--- config.mk ---
export PLATFORM = sky130hd
export DESIGN_NAME = streaming_k_smallest_keeper_unit
export DESIGN_NICKNAME = d
export VERILOG_FILES = /design/src/rtl/core/skk_pkg.sv /design/src/rtl/core/streaming_k_smallest_keeper_unit.sv /design/src/rtl/core/skk_ctrl.sv /design/src/rtl/core/skk_datapath.sv
export SDC_FILE = /design/constraint.sdc
export NUM_CORES = 2
export LEC_CHECK = 0
export CORE_ASPECT_RATIO = 1.1
export CORE_MARGIN = 3
export CORE_UTILIZATION = 40
export CTS_CLUSTER_DIAMETER = 150
export DETAILED_ROUTE_END_ITERATION = 6
export DONT_BUFFER_PORTS = 1
export GPL_TIMING_DRIVEN = 0
export HOLD_SLACK_MARGIN = 0.12
export PLACE_DENSITY = 0.61
export SYNTH_ARGS = -nofsm -noshare
export SYNTH_HDL_FRONTEND = slang
export SYNTH_HIERARCHICAL = 1
export SYNTH_SLANG_ARGS = --single-unit
--- constraint.sdc ---
create_clock -name i_clk -period 6.69 [get_ports i_clk]
set_clock_uncertainty 0.1 [all_clocks]
set_input_delay 0.669 -clock i_clk [delete_from_list [all_inputs] [get_ports i_clk]]
set_output_delay 0.669 -clock i_clk [all_outputs]
set_load 0.01 [all_outputs]
--- src/rtl/core/skk_pkg.sv ---
// skk_pkg: shared types and fixed widths for the k-smallest keeper.
// No dependencies; used by skk_ctrl, skk_datapath and the top level.
package skk_pkg;

    localparam int VALUE_W    = 32;
    localparam int KEEP_CFG_W = 6;
    localparam logic [KEEP_CFG_W-1:0] KEEP_RESET = 6'd32;

    // controller -> datapath
    typedef struct packed {
        logic insert;   // process the accepted value
        logic emit;     // one output beat: shift chain toward the head
    } t_dp_cmd;

    // datapath -> controller
    typedef struct packed {
        logic last_one; // exactly one entry held
    } t_dp_sts;

endpackage

--- src/rtl/core/streaming_k_smallest_keeper_unit.sv ---
// streaming_k_smallest_keeper_unit: top level of the k-smallest keeper.
// Depends on skk_pkg, skk_ctrl and skk_datapath.
//
//  channel  | ports                                   | handshake
//  ---------+-----------------------------------------+---------------------------
//  input    | i_value, i_end_of_set                   | i_start & !o_busy
//  result   | o_kept_value, o_last_kept               | o_valid, no stall
//  config   | i_cfg_data (keep_count)                 | i_cfg_valid & o_cfg_ready
//
// A value without end_of_set leaves o_busy low, so a new beat may follow at once.
// A beat with end_of_set is processed like any other value, then o_busy stays
// high while the chain drains one entry per beat, head first, smallest value
// out first; o_last_kept marks the final beat and the chain is empty after it.
// The drain length is set by the number of held entries (1..MAX_KEEP).
// Reset (synchronous, active low) empties the chain and sets keep_count to 32.
// Results cannot be held off; config is always ready and is meant for idle use.
module streaming_k_smallest_keeper_unit #(
    parameter int MAX_KEEP = 32
) (
    input  logic                                  i_clk,
    input  logic                                  i_rst_n,
    input  logic                                  i_start,
    output logic                                  o_busy,
    input  logic signed [skk_pkg::VALUE_W-1:0]    i_value,
    input  logic                                  i_end_of_set,
    output logic                                  o_valid,
    output logic signed [skk_pkg::VALUE_W-1:0]    o_kept_value,
    output logic                                  o_last_kept,
    input  logic                                  i_cfg_valid,
    output logic                                  o_cfg_ready,
    input  logic [skk_pkg::KEEP_CFG_W-1:0]        i_cfg_data
);

    skk_pkg::t_dp_cmd cmd;
    skk_pkg::t_dp_sts sts;

    // keep_count register; clipping to the chain length is done in the datapath
    logic [skk_pkg::KEEP_CFG_W-1:0] r_keep_count;

    assign o_cfg_ready = 1'b1;

    always_ff @(posedge i_clk) begin
        if (!i_rst_n) begin
            r_keep_count <= skk_pkg::KEEP_RESET;
        end else if (i_cfg_valid && o_cfg_ready) begin
            r_keep_count <= i_cfg_data;
        end
    end

    skk_ctrl u_ctrl (
        .i_clk        (i_clk),
        .i_rst_n      (i_rst_n),
        .i_start      (i_start),
        .i_end_of_set (i_end_of_set),
        .i_sts        (sts),
        .o_cmd        (cmd),
        .o_busy       (o_busy),
        .o_valid      (o_valid),
        .o_last       (o_last_kept)
    );

    // sorted chain: head cell feeds the result port during the drain
    skk_datapath #(
        .MAX_KEEP (MAX_KEEP)
    ) u_datapath (
        .i_clk        (i_clk),
        .i_rst_n      (i_rst_n),
        .i_cmd        (cmd),
        .i_value      (i_value),
        .i_keep_count (r_keep_count),
        .o_sts        (sts),
        .o_head_value (o_kept_value)
    );

`ifndef SYNTHESIS
    a_no_accept_busy: assert property (@(posedge i_clk) disable iff (!i_rst_n)
        o_busy |-> !cmd.insert)
        else $error("insert while draining");

    a_last_ends_drain: assert property (@(posedge i_clk) disable iff (!i_rst_n)
        (o_valid && o_last_kept) |=> !o_busy)
        else $error("drain continued past last beat");

    a_eos_starts_drain: assert property (@(posedge i_clk) disable iff (!i_rst_n)
        (i_start && !o_busy && i_end_of_set) |=> o_valid)
        else $error("end of set did not start a drain");
`endif

endmodule

--- src/rtl/core/skk_ctrl.sv ---
// skk_ctrl: accept/emit sequencer for the k-smallest keeper.
// Depends on skk_pkg (command and status structs).
module skk_ctrl (
    input  logic              i_clk,
    input  logic              i_rst_n,
    input  logic              i_start,
    input  logic              i_end_of_set,
    input  skk_pkg::t_dp_sts  i_sts,
    output skk_pkg::t_dp_cmd  o_cmd,
    output logic              o_busy,
    output logic              o_valid,
    output logic              o_last
);

    localparam logic ST_IDLE = 1'b0;
    localparam logic ST_EMIT = 1'b1;

    logic r_state;
    logic n_state;

    always_comb begin
        n_state = r_state;
        case (r_state)
            ST_IDLE: begin
                if (i_start && i_end_of_set) begin
                    n_state = ST_EMIT;
                end
            end
            ST_EMIT: begin
                if (i_sts.last_one) begin
                    n_state = ST_IDLE;
                end
            end
            default: n_state = ST_IDLE;
        endcase
    end

    always_ff @(posedge i_clk) begin
        if (!i_rst_n) begin
            r_state <= ST_IDLE;
        end else begin
            r_state <= n_state;
        end
    end

    assign o_busy     = (r_state == ST_EMIT);
    assign o_cmd.insert = (r_state == ST_IDLE) && i_start;
    assign o_cmd.emit   = (r_state == ST_EMIT);
    assign o_valid    = (r_state == ST_EMIT);
    assign o_last     = (r_state == ST_EMIT) && i_sts.last_one;

endmodule

--- src/rtl/core/skk_datapath.sv ---
// skk_datapath: sorted register chain with per-cell compare, insert and drain.
// Depends on skk_pkg (command/status structs, widths).
module skk_datapath #(
    parameter int MAX_KEEP = 32
) (
    input  logic                                  i_clk,
    input  logic                                  i_rst_n,
    input  skk_pkg::t_dp_cmd                      i_cmd,
    input  logic signed [skk_pkg::VALUE_W-1:0]    i_value,
    input  logic [skk_pkg::KEEP_CFG_W-1:0]        i_keep_count,
    output skk_pkg::t_dp_sts                      o_sts,
    output logic signed [skk_pkg::VALUE_W-1:0]    o_head_value
);

    localparam int CW = $clog2(MAX_KEEP + 1);
    localparam int EW = (CW > skk_pkg::KEEP_CFG_W) ? CW : skk_pkg::KEEP_CFG_W;

    logic signed [skk_pkg::VALUE_W-1:0] r_entry [MAX_KEEP];
    logic signed [skk_pkg::VALUE_W-1:0] n_entry [MAX_KEEP];
    logic [CW-1:0] r_held;
    logic [CW-1:0] n_held;

    logic [EW-1:0]       eff_k;
    logic                full;
    logic                replace;
    logic                do_ins;
    logic [CW-1:0]       h_ins;
    logic [MAX_KEEP-1:0] lt;
    logic [MAX_KEEP-1:0] lt_eff;
    logic [MAX_KEEP-1:0] take;

    always_comb begin
        // zero keep count acts as one, large values clip to the chain length
        if (i_keep_count == '0) begin
            eff_k = EW'(1);
        end else if (EW'(i_keep_count) > EW'(MAX_KEEP)) begin
            eff_k = EW'(MAX_KEEP);
        end else begin
            eff_k = EW'(i_keep_count);
        end
        full = (EW'(r_held) >= eff_k);

        // chain is sorted, so lt is a thermometer over the valid cells
        for (int i = 0; i < MAX_KEEP; i++) begin
            lt[i] = (i_value < r_entry[i]) && (CW'(i) < r_held);
        end
        replace = |lt;
        do_ins  = i_cmd.insert && (!full || replace);
        h_ins   = full ? (r_held - CW'(1)) : r_held;

        for (int i = 0; i < MAX_KEEP; i++) begin
            lt_eff[i] = lt[i] && (CW'(i) < h_ins);
            take[i]   = lt_eff[i] || (CW'(i) == h_ins);
        end

        for (int i = 0; i < MAX_KEEP; i++) begin
            n_entry[i] = r_entry[i];
        end
        n_held = r_held;

        if (do_ins) begin
            if (take[0]) begin
                n_entry[0] = i_value;
            end
            for (int i = 1; i < MAX_KEEP; i++) begin
                if (take[i]) begin
                    n_entry[i] = lt_eff[i-1] ? r_entry[i-1] : i_value;
                end
            end
            n_held = h_ins + CW'(1);
        end else if (i_cmd.emit) begin
            for (int i = 0; i < MAX_KEEP - 1; i++) begin
                n_entry[i] = r_entry[i+1];
            end
            n_held = r_held - CW'(1);
        end
    end

    always_ff @(posedge i_clk) begin
        for (int i = 0; i < MAX_KEEP; i++) begin
            r_entry[i] <= n_entry[i];
        end
    end

    always_ff @(posedge i_clk) begin
        if (!i_rst_n) begin
            r_held <= '0;
        end else begin
            r_held <= n_held;
        end
    end

    assign o_sts.last_one = (r_held == CW'(1));
    assign o_head_value   = r_entry[0];

`ifndef SYNTHESIS
    a_held_bound: assert property (@(posedge i_clk) disable iff (!i_rst_n)
        EW'(r_held) <= EW'(MAX_KEEP))
        else $error("held count beyond chain length");

    a_emit_nonempty: assert property (@(posedge i_clk) disable iff (!i_rst_n)
        i_cmd.emit |-> (r_held != '0))
        else $error("emit beat with empty chain");

    a_emit_drains: assert property (@(posedge i_clk) disable iff (!i_rst_n)
        i_cmd.emit |=> (r_held == $past(r_held) - CW'(1)))
        else $error("emit beat did not drop one entry");

    a_cmd_excl: assert property (@(posedge i_clk) disable iff (!i_rst_n)
        !(i_cmd.insert && i_cmd.emit))
        else $error("insert and emit in the same cycle");
`endif

endmodule
==> summary.txt <==
Clocking
  – CTS Sinks: 1037
  – TritonCTS buffer count: 121
  – H-tree Lvls: 3
  – Clock Path Buffers: 3
  – Clk Latency, worst-skew pair: between 0.8 and 0.9 ns
  – Clk root buf: clkbuf_16
  – CTS tree: yes
  – Clk slew on worst S/H paths: about 0.06 ns

Setup path
  – CP Capture Type: register
  – CP Cell Sequence: clkbuf_2 -> buf_6 -> clkinvlp_4 -> buf_4 -> a21boi_0 -> o21a_1 -> o21ai_0 -> a2111oi_1 -> a21oi_1 -> a21o_1 -> nor2_1 -> and3_1 -> a21o_1 -> buf_4 -> buf_6 -> buf_8 -> buf_6 -> buf_6 -> buf_6 -> nand2_2 -> o31ai_4 -> buf_8 -> buf_16
  – Worst reg-to-reg path cell count: 22
  – CP Data Arrival Time: approximately 7.2 ns
  – Critical-path cell with the highest stage delay: a2111oi_1
  – R2R Setup Slk: 0 ns
  – Maximum fanout along the worst path: 16
  – CP top delay family: buffers and inverters
  – Crit path kind: in2reg
  – Req. time, crit path: 7.07 ns
  – Critical path buffer and inverter count: 12
  – R2R Path End: u_datapath/r_entry[0][403]$_DFFE_PP_
  – Reg2reg start: u_datapath/r_entry[1][507]$_DFFE_PP_
  – Startpoint types: input port
  – Crit path top cell by count: buf_6
  – Largest stage delay, worst path: 0.64 ns

Cells and area
  – Share of cells above drive strength 1: 0.06720
  – Commonest non-fill, non-tap cell in the layout: nand2_1
  – Design area: 88500 um^2
  – Post-layout util: 0.4518
  – Commonest non-fill, non-tap cells in the layout: nand2_1 (1163), edfxtp_1 (1024), inv_1 (1022), ha_1 (1004), o21ai_0 (926)
  – Register area: between 30000 and 40000 um^2
  – Nets@finish: 9701
  – Area delta synth->final: 11.86%
  – # fillers: 18810
  – Multi-input gate area: 42570 um^2

Synthesis
  – Flip-flop and latch count after synthesis: 1037
  – Netlist cell types: 79
  – Yosys Warn Count: 6
  – Syn_nets: 9486
  – Post-synthesis cell count: 8438
  – Post-synth EDFFs: 1024
  – Sequential cell area fraction in the yosys report: 0.3920
  – Synth top area cells: edfxtp_1 (39%), ha_1 (16%), mux2i_1 (11%), o21ai_0 (5.9%), nand2_1 (5.5%)
  – Leading area contributor after synthesis: edfxtp_1
  – Ys async rst share: 0
  – Yosys top cell area share: 0.3887
  – Synth Area per Inst: 9.376 um^2
  – Ys flop type: edfxtp_1
  – Mapped cell area: 79110 um^2

Detailed routing
  – Via count: 69480
  – 1st-iter DRT viols: 7576
  – Drt first pass iters: 7
  – Final WL: 343000 um
  – Detail Route Antenna Nets: 0
  – DR vias/cell: just over 6
  – DR WL/cell: 30.22 um
  – Drt drc: 0

Pwr
  – Max VDD drop: 0.2965 mV
  – Final Power: roughly 29 mW
  – Pwr Density: 329.9 nW/um^2
  – Leak: between 40 and 50 nW

STA
  – Ratio of final minimum period to clock period: 1.018
  – Unrepaired setup endpoints after global routing: false
  – Worst slew margin: -0.07775
  – Hold slack: 0.1676 ns
  – Fin crit period: 6.813 ns
  – Setup ws final: -0.1226 ns
  – Max Freq: about 0.15 GHz
  – Final max-slew violation count: 66
  – Final setup violation count: approximately 230
  – Fin. Hold Viols: 0
  – Tightest Pin Transition: 1.617 ns

Run
  – Max-Cap Viols: 8

Status
  – Status: complete, but fails checks
  – Failing checks: max-capacitance violations, max-slew violations, negative setup slack

Hold path
  – Hold wc startpoint: i_value[5]
  – Hold Crit Class: in2reg
  – Worst hold endpoint: u_datapath/r_entry[1][453]$_DFFE_PP_
  – WHS Path Cells: 2

GRT
  – Largest net degree at the start of global routing: 38
  – Vias in the first global route: 68540
  – Antenna violations before repair: 30
  – Total Routing Usage GR: 0.3262
  – First-pass GRT wire length: about 480000 um
  – Global route overflow: 0

Die
  – Die Y: 472.4 um
  – DIE AREA: 203200 um^2
  – Initial Util: 0.4039
  – DIE WIDTH: 430.0 um
  – I/O pin cnt: 79
  – # rows: 170
  – Area of the core: 195900 um^2

Placed design
  – RD Place Congestion: around 0.99
  – Placed cell area: 83490 um^2
  – Post-DP HPWL: between 200000 and 250000 um
  – PortBufs: 0
==> worst max path at each step <==
stage                                                       to                            startpoint  cells after the start
final                     u_datapath/r_entry[0][403]$_DFFE_PP_                            i_value[0]                     23
after global routing      u_datapath/r_entry[1][260]$_DFFE_PP_  u_datapath/r_entry[1][105]$_DFFE_PP_                     19
after CTS                  u_datapath/r_entry[1][98]$_DFFE_PP_  u_datapath/r_entry[1][105]$_DFFE_PP_                     20
after detailed placement  u_datapath/r_entry[1][388]$_DFFE_PP_                            i_value[0]                     20
after global placement    u_datapath/r_entry[0][380]$_DFFE_PP_                            i_value[0]                     19
after floorplan           u_datapath/r_entry[0][100]$_DFFE_PP_                           i_value[17]                     18
==> repair_timing <==
action,CTS,global route
hold endpoints to repair,64,0
endpoints found under the setup margin,2019,688
pin swaps,2,3
hold buffers,45,0
resized for setup,39,12
cloned,2,0
buffers inserted,6,8
==> power by group <==
| part | switching (mW) | total, mW | leakage, nW | internal [mW] |
|---|---|---|---|---|
| combinational | 7.18 | 11.3 | 28.7 | 4.12 |
| sequential | 1.46 | 10.7 | 9.90 | 9.25 |
| clock | 3.01 | 7.20 | 2.02 | 4.19 |
| total | 11.6 | 29.2 | 40.7 | 17.6 |
==> through the flow <==
step,setup WS (ns),std cells,TNS [ns]
4_1_cts,0.005111,11320,0
2_1_floorplan,0.6919,8438,0
5_1_grt,0.03301,11330,0
3_3_place_gp,-4.827,11020,-6174.47
6_report,-0.1226,11350,-11.34
3_5_place_dp,-2.621,11050,-2693.13
==> final cells by class <==
class | count | area share
multi-input combinational | 5885 | 0.4810
clock buffer | 143 | 0.03563
antenna | 19 | 0.0005372
sequential | 1037 | 0.3504
timing repair buffer | 91 | 0.01408
clock inverter | 77 | 0.01118
tap | 2580 | 0.03648
inverter | 1024 | 0.04347
buffer | 493 | 0.02722
==> registers in the layout, summed over array words and instances (netlist names) <==
name and flops:
u_datapath/r_entry 1024, r_keep_count 6, u_ctrl/o_busy 1, u_datapath/r_held 6
==> per-layer routing <==
| layer | part of all wire | global-route usage |
|---|---|---|
| met2 | 0.45 | 0.5176 |
| met4 | 0.091 | 0.2656 |
| met3 | 0.085 | 0.06387 |
| met1 | 0.37 | 0.3843 |
| met5 | 0.00013 | 0 |
==> cell usage after synthesis (all sizes together), types with 37 or more instances <==
library cell	count
a211oi	37
nor2	265
edfxtp	1024
mux2	69
nand2	1165
nand3	85
inv	1024
a21o	185
a21oi	459
mux2i	853
nand2b	39
and4	47
ha	1005
nand4	135
o21ai	1107
buf	192
clkbuf	302
a31oi	43
==> logic make-up after synthesis <==
family,Yosys count,synth area share
AO/OA/AOI/OAI,2037,0.1458
AND/OR/NAND/NOR,1897,0.1054
flip-flops,1037,0.3920
multiplexers,922,0.1177
buffers and inverters,1518,0.07767
XOR/XNOR,21,0.002420
other,1,0.00004740
adder cells (fa/ha/maj),1005,0.1589
==> worst reg2reg max path, cell delays in order (launching register included) <==
cell and delay, ns:
edfxtp_1 0.37, inv_1 0.05, ha_1 0.29, nand2_1 0.08, nor3_1 0.37, a31oi_1 0.30
a31oi_1 0.49, o21ai_1 0.31, nor2b_1 0.37, nand4_1 0.23, nor4_1 0.36, and4_2 0.40
a21o_1 0.18, buf_4 0.24, buf_6 0.31, buf_8 0.30, buf_6 0.29, buf_6 0.24
buf_6 0.22, nand2_2 0.23, o31ai_4 0.20, buf_8 0.26, buf_16 0.18
Note: power is estimated with default switching activity, not from simulation.
